--- src/design/lpi_pkg.sv ---
// lpi_pkg: shared types, constants and arithmetic helpers for the leapfrog integrator
// used by lpi_front, lpi_back, the top level, the checker and the dv benches; no dependencies

package lpi_pkg;

    localparam int ID_W       = 10;
    localparam int FIX_W      = 32;
    localparam int DT_W       = 24;
    localparam int PROD_W     = FIX_W + DT_W + 1;
    localparam int RND_W      = FIX_W + 1;
    localparam int SUM_W      = FIX_W + 2;
    localparam int MOD_W      = ID_W + 17;
    localparam int KICK_SH    = 25;
    localparam int DRIFT_SH   = 24;
    localparam int FOLD_SPLIT = 5;

    localparam logic [DT_W-1:0] DT_RESET = 24'd16777;

    typedef logic signed [FIX_W-1:0] fix_t;

    typedef struct packed {
        logic [ID_W-1:0] body_id;
        logic            is_dynamic;
        fix_t            vel_x;
        fix_t            vel_y;
        fix_t            vel_z;
        fix_t            acc_x;
        fix_t            acc_y;
        fix_t            acc_z;
        fix_t            pos_x;
        fix_t            pos_y;
        fix_t            pos_z;
    } in_item_t;

    typedef struct packed {
        fix_t new_vel_x;
        fix_t new_vel_y;
        fix_t new_vel_z;
        fix_t new_pos_x;
        fix_t new_pos_y;
        fix_t new_pos_z;
    } out_item_t;

    // queued work item, axis 0 is x
    typedef struct packed {
        logic [ID_W-1:0]       id;
        logic                  dyn;
        logic [2:0][FIX_W-1:0] vel;
        logic [2:0][FIX_W-1:0] acc;
        logic [2:0][FIX_W-1:0] pos;
    } work_t;

    // back end to front end control
    typedef struct packed {
        logic take;
        logic clearing;
    } bk_ctl_t;

    // restoring remainder steps for shifts hi down to lo
    function automatic logic [ID_W-1:0] id_fold(logic [ID_W-1:0] v, logic [MOD_W-1:0] m,
                                                int hi, int lo);
        logic [MOD_W-1:0] r;
        r = MOD_W'(v);
        for (int k = ID_W - 1; k >= 0; k--) begin
            if (k <= hi && k >= lo && r >= (m << k)) begin
                r = r - (m << k);
            end
        end
        return r[ID_W-1:0];
    endfunction

    // round to nearest, ties toward plus infinity
    function automatic logic signed [RND_W-1:0] round_shift(logic signed [PROD_W-1:0] p,
                                                            int sh);
        logic signed [PROD_W-1:0] t;
        t = p + $signed(PROD_W'(1) << (sh - 1));
        return RND_W'(t >>> sh);
    endfunction

    function automatic fix_t sat_fix(logic signed [SUM_W-1:0] v);
        if ((&v[SUM_W-1:FIX_W-1]) || !(|v[SUM_W-1:FIX_W-1])) begin
            return fix_t'(v[FIX_W-1:0]);
        end
        return v[SUM_W-1] ? {1'b1, {(FIX_W-1){1'b0}}} : {1'b0, {(FIX_W-1){1'b1}}};
    endfunction

endpackage

--- src/design/lpi_front.sv ---
// lpi_front: accepts body items, classifies them and holds them in a two-entry queue
// depends on lpi_pkg

module lpi_front
    import lpi_pkg::*;
#(
    parameter int MAX_BODIES = 1024
) (
    input  logic     clk,
    input  logic     rst_n,
    input  logic     push,
    output logic     full,
    input  in_item_t body,
    input  bk_ctl_t  ctl,
    output logic     head_valid,
    output work_t    head
);

    localparam int               QDEPTH   = 2;
    localparam logic [MOD_W-1:0] BODY_CNT = MOD_W'(MAX_BODIES);

    logic [1:0] cnt_reg, cnt_next;
    logic       wr_ptr_reg, wr_ptr_next;
    logic       rd_ptr_reg, rd_ptr_next;
    work_t      ent_reg [QDEPTH];
    work_t      cls;
    logic       accept;

    // upper remainder steps here, the rest in the back end
    always_comb
    begin
        cls.id  = id_fold(body.body_id, BODY_CNT, ID_W - 1, FOLD_SPLIT);
        cls.dyn = body.is_dynamic;
        cls.vel = {body.vel_z, body.vel_y, body.vel_x};
        cls.acc = {body.acc_z, body.acc_y, body.acc_x};
        cls.pos = {body.pos_z, body.pos_y, body.pos_x};
    end

    assign full       = (cnt_reg == 2'(QDEPTH)) || ctl.clearing;
    assign accept     = push && !full;
    assign head_valid = (cnt_reg != 2'd0);
    assign head       = ent_reg[rd_ptr_reg];

    always_comb
    begin
        cnt_next    = cnt_reg + 2'(accept) - 2'(ctl.take);
        wr_ptr_next = accept ? !wr_ptr_reg : wr_ptr_reg;
        rd_ptr_next = ctl.take ? !rd_ptr_reg : rd_ptr_reg;
    end

    always_ff @(posedge clk or negedge rst_n)
    begin
        if (!rst_n)
        begin
            cnt_reg    <= '0;
            wr_ptr_reg <= 1'b0;
            rd_ptr_reg <= 1'b0;
        end
        else
        begin
            cnt_reg    <= cnt_next;
            wr_ptr_reg <= wr_ptr_next;
            rd_ptr_reg <= rd_ptr_next;
        end
    end

    always_ff @(posedge clk)
    begin
        if (accept)
        begin
            ent_reg[wr_ptr_reg] <= cls;
        end
    end

endmodule

--- config.mk ---
export PLATFORM = sky130hd
export DESIGN_NAME = lpi_front
export DESIGN_NICKNAME = d
export VERILOG_FILES = /design/src/design/lpi_pkg.sv /design/src/design/lpi_front.sv
export SDC_FILE = /design/constraint.sdc
export NUM_CORES = 1
export LEC_CHECK = 0
export BUFFER_PORTS_ARGS = -buffer_cell sky130_fd_sc_hd__buf_2
export CORE_ASPECT_RATIO = 1.75
export CORE_UTILIZATION = 32
export DETAILED_ROUTE_END_ITERATION = 6
export SYNTH_ARGS = -nofsm -noshare
export SYNTH_HDL_FRONTEND = slang
export SYNTH_SLANG_ARGS = --single-unit
--- constraint.sdc ---
create_clock -name clk -period 17.5 [get_ports clk]
set_input_delay 3.5 -clock clk [delete_from_list [all_inputs] [get_ports clk]]
set_output_delay 3.5 -clock clk [all_outputs]
set_load 0.02 [all_outputs]
# Word-level counts from Yosys, hierarchy flattened
# Memories as Yosys holds them, arrays and structs flattened.
# Cells that the tools add are included.
# totals
input_bits,304
mem_count,1
ramBits,598
wordCells,15
register_bits,4
# op_classes
n_addsub,2
mux,2
n_reduce_logical,6
n_eq_ne,1
# mem_list
name,words,word_bits,read_ports,rd_clocked_by_memory_dff,wr,line,rtl
ent_reg,2,299,1,0,1,lpi_front.sv:25,work_t ent_reg [QDEPTH];
# op_table
op,count
$logic_not A1 Y1,3
$add A2 B1 Y2,1
$eq A2 B2 Y1 const B,1
$mux W1,2
$reduce_bool A2 Y1,1
$sub A2 B1 Y2,1
$logic_and A1 B1 Y1,1
$logic_or A1 B1 Y1,1

# Longest topological paths before layout
# logic_depth
ltp_word,6
ltp_mapped,7
depth_no_buf,7

# Worst setup path after synthesis
# No wires, ideal clock.
# synth_path
kind,in2reg
start,input ctl[0] (netlist bit)
end,memory ent_reg[0][0] (netlist bit) (enable)
slack_ps,406
arrival_time_ps,16127
cell_stages,2
required_time_ps,16533
n_path_buf,0
path_cell_list,nand3b_1 > nor2_1
# synth_via
elab_chain_cells,5
# synth_rtl
item,line,rtl
start: declaration,lpi_front.sv:14,"input bk_ctl_t ctl,"
$logic_or A1 B1 Y1,lpi_front.sv:39,assign full = (cnt_reg == 2'(QDEPTH)) || ctl.clearing;
$logic_not A1 Y1,lpi_front.sv:40,assign accept = push && !full;
$logic_and A1 B1 Y1,lpi_front.sv:40,
$mux W1,lpi_front.sv:69,if (accept)
$mux W1 (implied by the code),lpi_front.sv:71,ent_reg[wr_ptr_reg] <= cls;
end: declaration,lpi_front.sv:25,
# Every way passes these cells.

# Worst setup path in the final report
# layout_path
start,input ctl[0] (netlist bit)
end,output full
# layout_via
elab_chain_cells,1
# layout_rtl
item,line,rtl
$logic_or A1 B1 Y1,lpi_front.sv:39,
end: declaration,lpi_front.sv:12,"output logic full,"
# Every way passes these cells.

==> qor.yml <==
route:
  highest_layer: "met5"
  wirelength_met1_mm: 16.56
  dr_wl_met2_mm: 24.89
  vias: 11108
  wl_met3_mm: 4.698
  routed_wl_mm: 48.18
  wl_per_cell_um: 19.07
  drc_errors: 0
  viasPerCell: 4.397
  ant_nets: 0
  drt-pass1-iter-count: 5
  drt-initial-drc-count: 393
min_path:
  hp-class: "flip-flop to flip-flop"
  hold_start: "cnt_reg[0]"
logic_synthesis:
  yosysSeqAreaShare_pct: 82.20
  synth_fp_nets: 1254
  ys_types: 13
  avgSynthCellArea_um2: 23.17
  synth_cells: 948
  ys_ff_latch: 602
  netlist_area_um2: 21970
  ys_warn_count: 0
global_route:
  grt_pass1_wl_mm: 68.77
  grt_max_degree: 175
  antenna_found_initial: 14
  grt_pass1_vias: 11905
  grt_overflow: 0
  track_usage_pct: 13.25
setup_path:
  cp.required_ps: 14000
  r2r_start: "cnt_reg[1]"
  worstPathArrival_ps: 3910
  crit_fanout: 2
  critical_path_class: "input port to output port"
  crit_path_start: "ctl[0]"
  critPathLaunchType: "input port"
  worstSetupEndpointType: "output port"
final_layout:
  final_nets: 1888
  largest_register_ffs: 598
  utilization_pct: 40.64
  final_cell_mix: "buf_2, edfxtp_1, mux2_2"
  final_common_cell: "buf_2"
  area_growth_pct: 25.12
  layout-drive-gt1-share_pct: 61.16
pwr:
  vdd_drop_max_mv: 0.1001
  leakage_nw: 9.983
  powerDensity_nw_per_um2: 154.9
sta:
  slew_headroom_pct: 28.12
  finalSetupTns_ps: 0
  tightest_slew_ps: 1078
  max_freq_ghz: 0.1349
  min_period_ps: 7413
  finalSetupViolCount: 0
  rsz0062_at_grt: "false"
  skew_ps: 25.61
  final_max_slew_viol_count: 0
  hold_viol: 0
  timing.final.crit_share_pct: 42.36
floorplan:
  start_util_pct: 32.48
  ios: 605
  coreArea_um2: 67630
  die_area_um2: 69740
  die_h_um: 348.6
  core.rowCount: 126
  die_x_um: 200.1
placed_design:
  dpl.hpwl_mm: 32.87
  gp_congestion: 0.7555
  io_buffers: 604
clocking:
  cts.path.max_buffers: 3
  cts_buffers: 53
  cts.htree.levels: 2
  cts_resized: 0
  cts_setup_buffers: 0
  clock-sinks: 602
  clk_pin_slew_ps: 60
  cts_hold_buffers: 0
  cts-root-buf: "clkbuf_16"
  tritoncts: "yes"
  insertion_delay_ps: 600
outcome:
  outcome: "completed"
flow_run:
  max_cap_violations: 0
[per-layer routing]
| layer | GRT usage (%) | vias to the layer above |
|---|---|---|
| li1 | - | 5068 |
| met1 | 13.07 | 5435 |
| met2 | 23.67 | 485 |
| met3 | 5.112 | 106 |
| met4 | 6.730 | 14 |
| met5 | 0 | - |
[cells in the mapped netlist (all sizes together)]
cell | n | area (µm²)
inv | 2 | 7.510
ha | 2 | 25.02
xnor2 | 3 | 26.28
or2 | 1 | 6.260
edfxtp | 598 | 17960
buf | 5 | 56.30
xor2 | 1 | 8.760
clkbuf | 28 | 385.4
nor2 | 2 | 7.510
mux2 | 299 | 3367
dfrtp | 4 | 100.1
nand3b | 1 | 7.510
nand2b | 2 | 12.51
[per-stage QoR]
step	setup slack (ps)	instances	power [mW]	hold slack, ps	area (µm²)
after floorplan	406.4	948	2.884	468.1	21970
after global placement	10080	2423	3.159	494.4	25790
after detailed placement	10090	2423	3.172	525.6	25790
after CTS	10090	2518	4.327	542.0	27470
after global routing	10070	2525	4.445	565.4	27480
final	10090	2526	4.257	539.6	27490
[power breakdown]
part | leakage, nW | internal, mW | switching (mW) | total (mW)
Clock | 0.826 | 0.633 | 0.505 | 1.14
Sequential | 5.51 | 1.79 | 0.0684 | 1.86
Combinational | 3.65 | 0.494 | 0.765 | 1.26
[area by class of cell]
type	instances	area, µm²
multi-input cells	311	3476
clock inverters	31	270.3
clock buffers	64	1410
fillers	6131	40150
diodes	8	20.02
inverters	2	7.507
flip-flops and latches	602	18060
well taps	896	1121
repair buffers	612	3120
[logic make-up (layout without fill, tap and decap cells)]
group	after synthesis	count (layout)	synth area share, %
xor+xnor	4	4	0.1595
fa+ha+maj	2	2	0.1139
buf+inv	35	709	2.045
flops	602	602	82.20
mux	299	299	15.33
other cells	0	8	0
simple gates	6	6	0.1538
[worst paths after layout]
path | cells past startpoint | endpoint | slack, ps
max | 3 | full | 10090
min | 1 | cnt_reg[0] | 540
max reg2reg | 5 | ent_reg[1][95] | 14410
min reg2reg | 1 | cnt_reg[0] | 540
max in group asynchronous | 1 | rd_ptr_reg | 14640
min in group asynchronous | 1 | cnt_reg[0] | 2710
[worst max-delay path, cell delays in order]
cell and delay (ps):
buf_2 100, nand2b_1 150, buf_2 160
(Power assumes the default switching activity.)
